--- config.mk ---
export PLATFORM = sky130hd
export DESIGN_NAME = keys_atom_byte_parser_core
export DESIGN_NICKNAME = d
export VERILOG_FILES = /design/src/kbp_pkg.sv /design/src/kbp_parser.sv /design/src/kbp_out_buf.sv /design/src/keys_atom_byte_parser_core.sv
export SDC_FILE = /design/constraint.sdc
export NUM_CORES = 1
export LEC_CHECK = 0
export BUFFER_PORTS_ARGS = -buffer_cell sky130_fd_sc_hd__buf_2
export CAP_MARGIN = 5
export CELL_PAD_IN_SITES_DETAIL_PLACEMENT = 1
export CELL_PAD_IN_SITES_GLOBAL_PLACEMENT = 2
export CORE_MARGIN = 2
export CORE_UTILIZATION = 39
export DETAILED_ROUTE_END_ITERATION = 16
export PLACE_DENSITY = 0.91
export SETUP_SLACK_MARGIN = 0.4
export SLEW_MARGIN = 10
export SYNTH_ARGS = -nofsm -noshare
export SYNTH_HDL_FRONTEND = slang
export SYNTH_SLANG_ARGS = --single-unit
--- constraint.sdc ---
create_clock -name i_clk -period 6.01 [get_ports i_clk]
set_input_delay 0.601 -clock i_clk [delete_from_list [all_inputs] [get_ports i_clk]]
set_output_delay 0.601 -clock i_clk [all_outputs]
set_load 0.1 [all_outputs]
--- src/kbp_pkg.sv ---
// Shared types and constants for the keys atom byte parser.
`default_nettype none
package kbp_pkg;

    // Result kinds
    localparam logic [2:0] KIND_VERSION = 3'd0;
    localparam logic [2:0] KIND_FLAG    = 3'd1;
    localparam logic [2:0] KIND_COUNT   = 3'd2;
    localparam logic [2:0] KIND_HEADER  = 3'd3;
    localparam logic [2:0] KIND_NAME    = 3'd4;
    localparam logic [2:0] KIND_BADSIZE = 3'd5;

    // Key entry layout
    localparam logic [31:0] MIN_KEY_SIZE     = 32'd8;
    localparam logic [31:0] SIZE_FIELD_BYTES = 32'd4;

    // One result transaction
    typedef struct packed {
        logic [2:0]  kind;
        logic [31:0] value;
        logic [31:0] key_number;
        logic        name_done;
    } t_result;

endpackage
`default_nettype wire

--- src/kbp_parser.sv ---
// Parse state registers and the per-byte next-state and result logic.
`default_nettype none
module kbp_parser (
    input  wire logic             i_clk,
    input  wire logic             i_rst_n,
    input  wire logic             i_accept,
    input  wire logic             i_start_of_atom,
    input  wire logic [7:0]       i_data_byte,
    output logic                  o_res_valid,
    output kbp_pkg::t_result      o_res
);
    import kbp_pkg::*;

    // Parse phases
    localparam logic [4:0] PH_VERSION    = 5'd0;
    localparam logic [4:0] PH_FLAG_LAST  = 5'd3;
    localparam logic [4:0] PH_COUNT_LAST = 5'd7;
    localparam logic [4:0] PH_SIZE_FIRST = 5'd8;
    localparam logic [4:0] PH_SIZE_LAST  = 5'd11;
    localparam logic [4:0] PH_TYPE_LAST  = 5'd15;
    localparam logic [4:0] PH_NAME       = 5'd16;

    logic [4:0]  r_phase, n_phase, e_phase;
    logic [31:0] r_entry_count, n_entry_count, e_entry_count;
    logic [31:0] r_bytes_left, n_bytes_left, e_bytes_left;
    logic [31:0] r_type_word, n_type_word, e_type_word;
    logic [31:0] r_key_counter, n_key_counter, e_key_counter;
    logic        r_failed, n_failed, e_failed;
    logic [31:0] size_shift;
    logic [31:0] left_dec;

    // Work out the next state and the result for the byte on offer
    always_comb begin
        e_phase       = r_phase;
        e_entry_count = r_entry_count;
        e_bytes_left  = r_bytes_left;
        e_type_word   = r_type_word;
        e_key_counter = r_key_counter;
        e_failed      = r_failed;
        if (i_start_of_atom) begin
            e_phase       = PH_VERSION;
            e_entry_count = '0;
            e_bytes_left  = '0;
            e_type_word   = '0;
            e_key_counter = '0;
            e_failed      = 1'b0;
        end

        size_shift = {e_bytes_left[23:0], i_data_byte};
        left_dec   = e_bytes_left - 32'd1;

        n_phase       = r_phase;
        n_entry_count = r_entry_count;
        n_bytes_left  = r_bytes_left;
        n_type_word   = r_type_word;
        n_key_counter = r_key_counter;
        n_failed      = r_failed;

        o_res_valid          = 1'b0;
        o_res.kind           = KIND_VERSION;
        o_res.value          = {24'd0, i_data_byte};
        o_res.key_number     = e_key_counter;
        o_res.name_done      = 1'b0;

        if (i_accept) begin
            n_phase       = e_phase;
            n_entry_count = e_entry_count;
            n_bytes_left  = e_bytes_left;
            n_type_word   = e_type_word;
            n_key_counter = e_key_counter;
            n_failed      = e_failed;

            priority if (e_failed || e_phase > PH_NAME) begin
                // drop the byte
                n_phase = e_phase;
            end else if (e_phase == PH_VERSION) begin
                n_phase     = e_phase + 5'd1;
                o_res_valid = (i_data_byte != 8'd0);
                o_res.kind  = KIND_VERSION;
            end else if (e_phase <= PH_FLAG_LAST) begin
                n_phase     = e_phase + 5'd1;
                o_res_valid = (i_data_byte != 8'd0);
                o_res.kind  = KIND_FLAG;
            end else if (e_phase <= PH_COUNT_LAST) begin
                n_entry_count = {e_entry_count[23:0], i_data_byte};
                if (e_phase == PH_COUNT_LAST) begin
                    n_phase     = PH_SIZE_FIRST;
                    o_res_valid = 1'b1;
                    o_res.kind  = KIND_COUNT;
                    o_res.value = n_entry_count;
                end else begin
                    n_phase = e_phase + 5'd1;
                end
            end else if (e_phase <= PH_SIZE_LAST) begin
                n_bytes_left = size_shift;
                n_phase      = e_phase + 5'd1;
                if (e_phase == PH_SIZE_LAST) begin
                    if (size_shift < MIN_KEY_SIZE) begin
                        // undersized entry: report once, then ignore bytes
                        n_failed    = 1'b1;
                        n_phase     = e_phase;
                        o_res_valid = 1'b1;
                        o_res.kind  = KIND_BADSIZE;
                        o_res.value = size_shift;
                    end else begin
                        n_bytes_left = size_shift - SIZE_FIELD_BYTES;
                    end
                end
            end else if (e_phase <= PH_TYPE_LAST) begin
                n_type_word  = {e_type_word[23:0], i_data_byte};
                n_bytes_left = left_dec;
                if (e_phase == PH_TYPE_LAST) begin
                    n_key_counter    = e_key_counter + 32'd1;
                    n_phase          = (left_dec == 32'd0) ? PH_SIZE_FIRST : PH_NAME;
                    o_res_valid      = 1'b1;
                    o_res.kind       = KIND_HEADER;
                    o_res.value      = n_type_word;
                    o_res.key_number = n_key_counter;
                    o_res.name_done  = (left_dec == 32'd0);
                end else begin
                    n_phase = e_phase + 5'd1;
                end
            end else begin
                // name byte
                n_bytes_left    = left_dec;
                n_phase         = (left_dec == 32'd0) ? PH_SIZE_FIRST : PH_NAME;
                o_res_valid     = 1'b1;
                o_res.kind      = KIND_NAME;
                o_res.name_done = (left_dec == 32'd0);
            end
        end
    end

    // Hold the parse state between bytes
    always_ff @(posedge i_clk) begin
        if (!i_rst_n) begin
            r_phase       <= PH_VERSION;
            r_entry_count <= '0;
            r_bytes_left  <= '0;
            r_type_word   <= '0;
            r_key_counter <= '0;
            r_failed      <= 1'b0;
        end else begin
            r_phase       <= n_phase;
            r_entry_count <= n_entry_count;
            r_bytes_left  <= n_bytes_left;
            r_type_word   <= n_type_word;
            r_key_counter <= n_key_counter;
            r_failed      <= n_failed;
        end
    end

endmodule
`default_nettype wire

--- src/kbp_out_buf.sv ---
// Result register with a skid entry behind it.
`default_nettype none
module kbp_out_buf (
    input  wire logic             i_clk,
    input  wire logic             i_rst_n,
    input  wire logic             i_res_valid,
    input  wire kbp_pkg::t_result i_res,
    input  wire logic             i_stall,
    output logic                  o_valid,
    output kbp_pkg::t_result      o_res,
    output logic                  o_full
);
    import kbp_pkg::*;

    logic    r_out_valid, n_out_valid;
    logic    r_skid_valid, n_skid_valid;
    t_result r_out, n_out;
    t_result r_skid, n_skid;
    logic    take;

    // Advance the result register when it is empty or being taken
    always_comb begin
        take         = r_out_valid && !i_stall;
        n_out_valid  = r_out_valid;
        n_skid_valid = r_skid_valid;
        n_out        = r_out;
        n_skid       = r_skid;
        if (!r_out_valid || take) begin
            if (r_skid_valid) begin
                n_out        = r_skid;
                n_out_valid  = 1'b1;
                n_skid       = i_res;
                n_skid_valid = i_res_valid;
            end else begin
                n_out       = i_res;
                n_out_valid = i_res_valid;
            end
        end else if (i_res_valid) begin
            n_skid       = i_res;
            n_skid_valid = 1'b1;
        end
    end

    // Control flags take reset; payload does not
    always_ff @(posedge i_clk) begin
        if (!i_rst_n) begin
            r_out_valid  <= 1'b0;
            r_skid_valid <= 1'b0;
        end else begin
            r_out_valid  <= n_out_valid;
            r_skid_valid <= n_skid_valid;
        end
    end

    always_ff @(posedge i_clk) begin
        r_out  <= n_out;
        r_skid <= n_skid;
    end

    assign o_valid = r_out_valid;
    assign o_res   = r_out;
    assign o_full  = r_skid_valid;

endmodule
`default_nettype wire

--- src/keys_atom_byte_parser_core.sv ---
// Top level of the keys atom byte parser: parse logic and result buffer.
// Output: each result is registered, in the skid entry while a stalled one waits.
// Throughput: one byte per cycle; the result register plus one skid entry
// let input continue while a result waits, and o_stall rises only when both hold.
// Reset: synchronous, active low; clears parse state to expect a version byte
// and empties the result buffer.
`default_nettype none
module keys_atom_byte_parser_core (
    input  wire logic        i_clk,
    input  wire logic        i_rst_n,
    input  wire logic        i_valid,
    output logic             o_stall,
    input  wire logic        i_start_of_atom,
    input  wire logic [7:0]  i_data_byte,
    output logic             o_valid,
    input  wire logic        i_stall,
    output logic [2:0]       o_kind,
    output logic [31:0]      o_value,
    output logic [31:0]      o_key_number,
    output logic             o_name_done
);
    import kbp_pkg::*;

    logic    accept;
    logic    res_valid;
    t_result res;
    t_result out_res;
    logic    buf_full;

    // Take a transaction whenever the skid entry is free
    assign o_stall = buf_full;
    assign accept  = i_valid && !buf_full;

    kbp_parser u_parser (
        .i_clk           (i_clk),
        .i_rst_n         (i_rst_n),
        .i_accept        (accept),
        .i_start_of_atom (i_start_of_atom),
        .i_data_byte     (i_data_byte),
        .o_res_valid     (res_valid),
        .o_res           (res)
    );

    kbp_out_buf u_out_buf (
        .i_clk       (i_clk),
        .i_rst_n     (i_rst_n),
        .i_res_valid (res_valid),
        .i_res       (res),
        .i_stall     (i_stall),
        .o_valid     (o_valid),
        .o_res       (out_res),
        .o_full      (buf_full)
    );

    assign o_kind       = out_res.kind;
    assign o_value      = out_res.value;
    assign o_key_number = out_res.key_number;
    assign o_name_done  = out_res.name_done;

endmodule
`default_nettype wire

==> results.tsv <==
stage	metric	value	unit
timing	min Tclk post-route	4.13	ns
synth	register area share after synthesis	47.8	%
synth	Post-Synthesis Net Count	1483	
power	Worst IR Drop VDD	0.210	mV
clock_tree	Post-CTS Setup Bufs	0	
min_path	Min-Delay Endpoint	u_out_buf.r_skid[39]	
power	Leakage Power	0.00571	uW
synth	Synth top area share	30.1	%
critical_path	critical path class	in2reg	
critical_path	FF-to-FF setup slack	1.96	ns
global_route	met3 usage	3.07	%
global_route	met1 Resource Use GR	32.7	%
routing	WL per Instance	22.5	um
global_route	Overall Global Routing Usage	24.5	%
die	die extent in x	191	um
routing	vias after detailed routing	11850	
critical_path	Worst Setup End Kind	flip-flop	
synth	Top FF cell, synth	edfxtp_1	
timing	unrepaired setup endpoints after global routing	false	
place	Final HPWL DP	29700	um
global_route	largest net degree at the start of global routing	95	
global_route	vias in the first global route	12081	
power	P per Cell Area	273	mW/mm^2
synth	ranking of synthesized cells by area	edfxtp_1 (30%), dfxtp_1 (18%), nor2_1 (5.6%), a22oi_1 (4.6%), nand2_1 (4.1%)	
routing	DRC viols	0	
timing	final worst-path cycle share	68.7	%
die	Die Ht	191	um
min_path	Hold Crit Class	in2reg	
finish	Final #Nets	1510	
global_route	grt total ovfl	0	
place	setup slack at placement	1.39	ns
critical_path	Worst setup startpoint	i_start_of_atom	
timing	achievable frequency	242	MHz
die	Core Region	0.0344	mm^2
synth	register bit total from synthesis	256	
clock_tree	maximum clock path buffer count	3	
synth	synth warn	0	
timing	Final Max Tran Viols	0	
synth	Avg Cell Area, Syn	9.29	um^2
clock_tree	CTS Sinks	256	
global_route	antenna violations before repair	0	
place	gpl congestion	0.928	
outcome	status	finished, final reports clean	
routing	initial DRC count	853	
timing	Clock Skew	0.0181	ns
die	die area	0.0363	mm^2
synth	area leader, netlist	edfxtp_1	
routing	number of iterations in the first detailed-routing pass	5	
timing	endpoints failing setup	0	
clock_tree	hold-fix buffers at CTS	0	
min_path	WHS Path Cells	1	
clock_tree	CTS buffer count	29	
synth	Cells after Synth	1462	
timing	Worst Tran Pin Value	1.08	ns
critical_path	Required @ worst endpoint	6.31	ns
finish	diode count	0	
clock_tree	post-CTS resize count	0	
clock_tree	clk root buf	clkbuf_16	
critical_path	path depth of the worst reg2reg path	14	
clock_tree	clk_lat worst skew	0.57	ns
critical_path	reg2reg end	u_out_buf.o_res[29]	
timing	worst rel slew slack	27.7	%
global_route	first-pass GRT wire length	69800	um
clock_tree	H-tree Lvls	1	
global_route	met2 Resource Use GR	41.0	%
critical_path	CP max FO	53	
global_route	grt peak-use layer	met2	
critical_path	critical path startpoint category	input pin	
clock_tree	Reg clk slew, reported paths	0.06	ns
synth	Mapped Area	0.0136	mm^2
run	# Max-Cap Violations	0	
critical_path	CP arrival	4.43	ns
finish	Core Util, Final	44.4	%
critical_path	RR Startpoint	u_parser.r_phase[0]	
timing	Fin. Hold Viols	0	
place	port bufs	82	
die	# rows	68	
synth	Async SR Flop Fraction	0	%
timing	setup total negative slack	0	ns
finish	area delta synth->final	12.3	%
min_path	Hold Path Origin	i_data_byte[6]	
die	initial core utilization	39.5	%
timing	setup ws final	1.88	ns
finish	layout cells sized above 1	14.5	%
synth	Yosys cell types	93	
die	IO Pins	83	
routing	Via-to-Cell Ratio	6.02	
routing	final WL	44300	um
clock_tree	CTS tree	done	
routing	Post-DRT Antenna Nets	0	
synth	Post-synth EDFFs	136	
[cells in the final DEF, fill, tap and decap left out, drive strengths merged, types with 24 or more instances in the layout]
cell type,n
nor2,205
nand2,151
edfxtp,136
dfxtp,120
buf,108
o21ai,91
a22oi,84
a21oi,61
nor3,42
clkbuf,38
xnor2,33
a21o,31
xor2,31
nand3,30
nand4,27
mux2,24
[layer usage]
| metal | up-vias | wire, um |
|---|---|---|
| li1 | 5450 | - |
| met1 | 5961 | 19500 |
| met2 | 360 | 21400 |
| met3 | 79 | 2180 |
| met4 | 0 | 1310 |
| met5 | - | 0 |
[cell type report]
type	count	area, um^2
fillers	3924	19100
multi-input cells	1072	6590
inverters	22	82.6
clock buffers	38	759
flip-flops and latches	256	6490
clock inverters	16	139
repair buffers	108	621
well taps	455	569
[power breakdown]
group	leakage [uW]	switching, uW	internal [uW]
Sequential	0.00242	28.1	1880
Combinational	0.00286	444	106
Clock	0.000430	734	975
Total	0.00571	1210	2960
[stage by stage]
stage	std cells	instance area, um^2	power [uW]	hold WS, ns
floorplan	1462	13600	2360	0.444
global route	1967	15200	4300	0.344
finish	1967	15200	4170	0.352
CTS	1967	15200	4200	0.334
global placement	1913	14300	2490	0.456
detailed placement	1913	14300	2490	0.467
[critical path, cell delays in order]
cell and delay (ns):
buf_4 0.28, inv_1 0.22, nand2_1 0.11, inv_1 0.07
ha_1 0.29, and3_1 0.22, and2_1 0.14, ha_1 0.23
inv_1 0.14, a211oi_2 0.41, nand4_2 0.32, nor3_2 0.38
and2_0 0.36, nand4_1 0.16, xnor2_1 0.18, mux2_2 0.29
[Yosys cell counts, types with 5 or more instances]
| cell | instances |
|---|---|
| o21ai_0 | 84 |
| nand4_1 | 23 |
| clkbuf_1 | 81 |
| a22oi_1 | 84 |
| nor3_1 | 34 |
| buf_2 | 18 |
| buf_1 | 11 |
| o221ai_1 | 6 |
| mux2_2 | 24 |
| dfxtp_1 | 120 |
| o211ai_1 | 12 |
| nand2_1 | 149 |
| a21oi_1 | 61 |
| a311oi_1 | 5 |
| a211oi_1 | 9 |
| nand3b_1 | 6 |
| xnor2_1 | 33 |
| inv_1 | 22 |
| o21ai_1 | 5 |
| nor2_1 | 204 |
| o21a_1 | 6 |
| nor3_2 | 6 |
| nor3b_1 | 5 |
| and2_1 | 11 |
| nor4_1 | 15 |
| a21o_1 | 31 |
| o31ai_1 | 8 |
| edfxtp_1 | 136 |
| nand2b_1 | 10 |
| ha_1 | 8 |
| nor2b_1 | 22 |
| or2_2 | 5 |
| or4_1 | 6 |
| and3_1 | 13 |
| a31oi_1 | 12 |
| xor2_1 | 31 |
| nand3_1 | 30 |
| or3_1 | 7 |
| o22ai_1 | 6 |
| o2111ai_1 | 6 |
[how the worst max path moves through the flow]
stage | end | depth (start not counted)
global route | u_out_buf.o_res[29] | 16
CTS | u_out_buf.o_res[29] | 16
detailed placement | u_out_buf.o_res[29] | 16
global placement | u_out_buf.o_res[29] | 13
finish | u_out_buf.o_res[29] | 16
floorplan | u_out_buf.r_skid[0] | 16
[logic make-up after synthesis]
kind of cell,count (synthesis),share of synthesized area [%]
AO/OA/AOI/OAI,387,19.5
XOR/XNOR,64,4.13
adder cells (fa/ha/maj),8,0.737
buffers and inverters,134,3.95
flip-flops,256,47.8
multiplexers,28,2.29
AND/OR/NAND/NOR,585,21.6
[registers in the layout (all words and copies together) (netlist names), 5 cells and up]
signal	cells
u_parser.r_entry_count	24
u_parser.r_bytes_left	32
u_out_buf.r_skid	68
u_out_buf.o_res	68
u_parser.r_phase	5
u_parser.r_key_counter	32
u_parser.r_type_word	24
(Power assumes the default switching activity.)
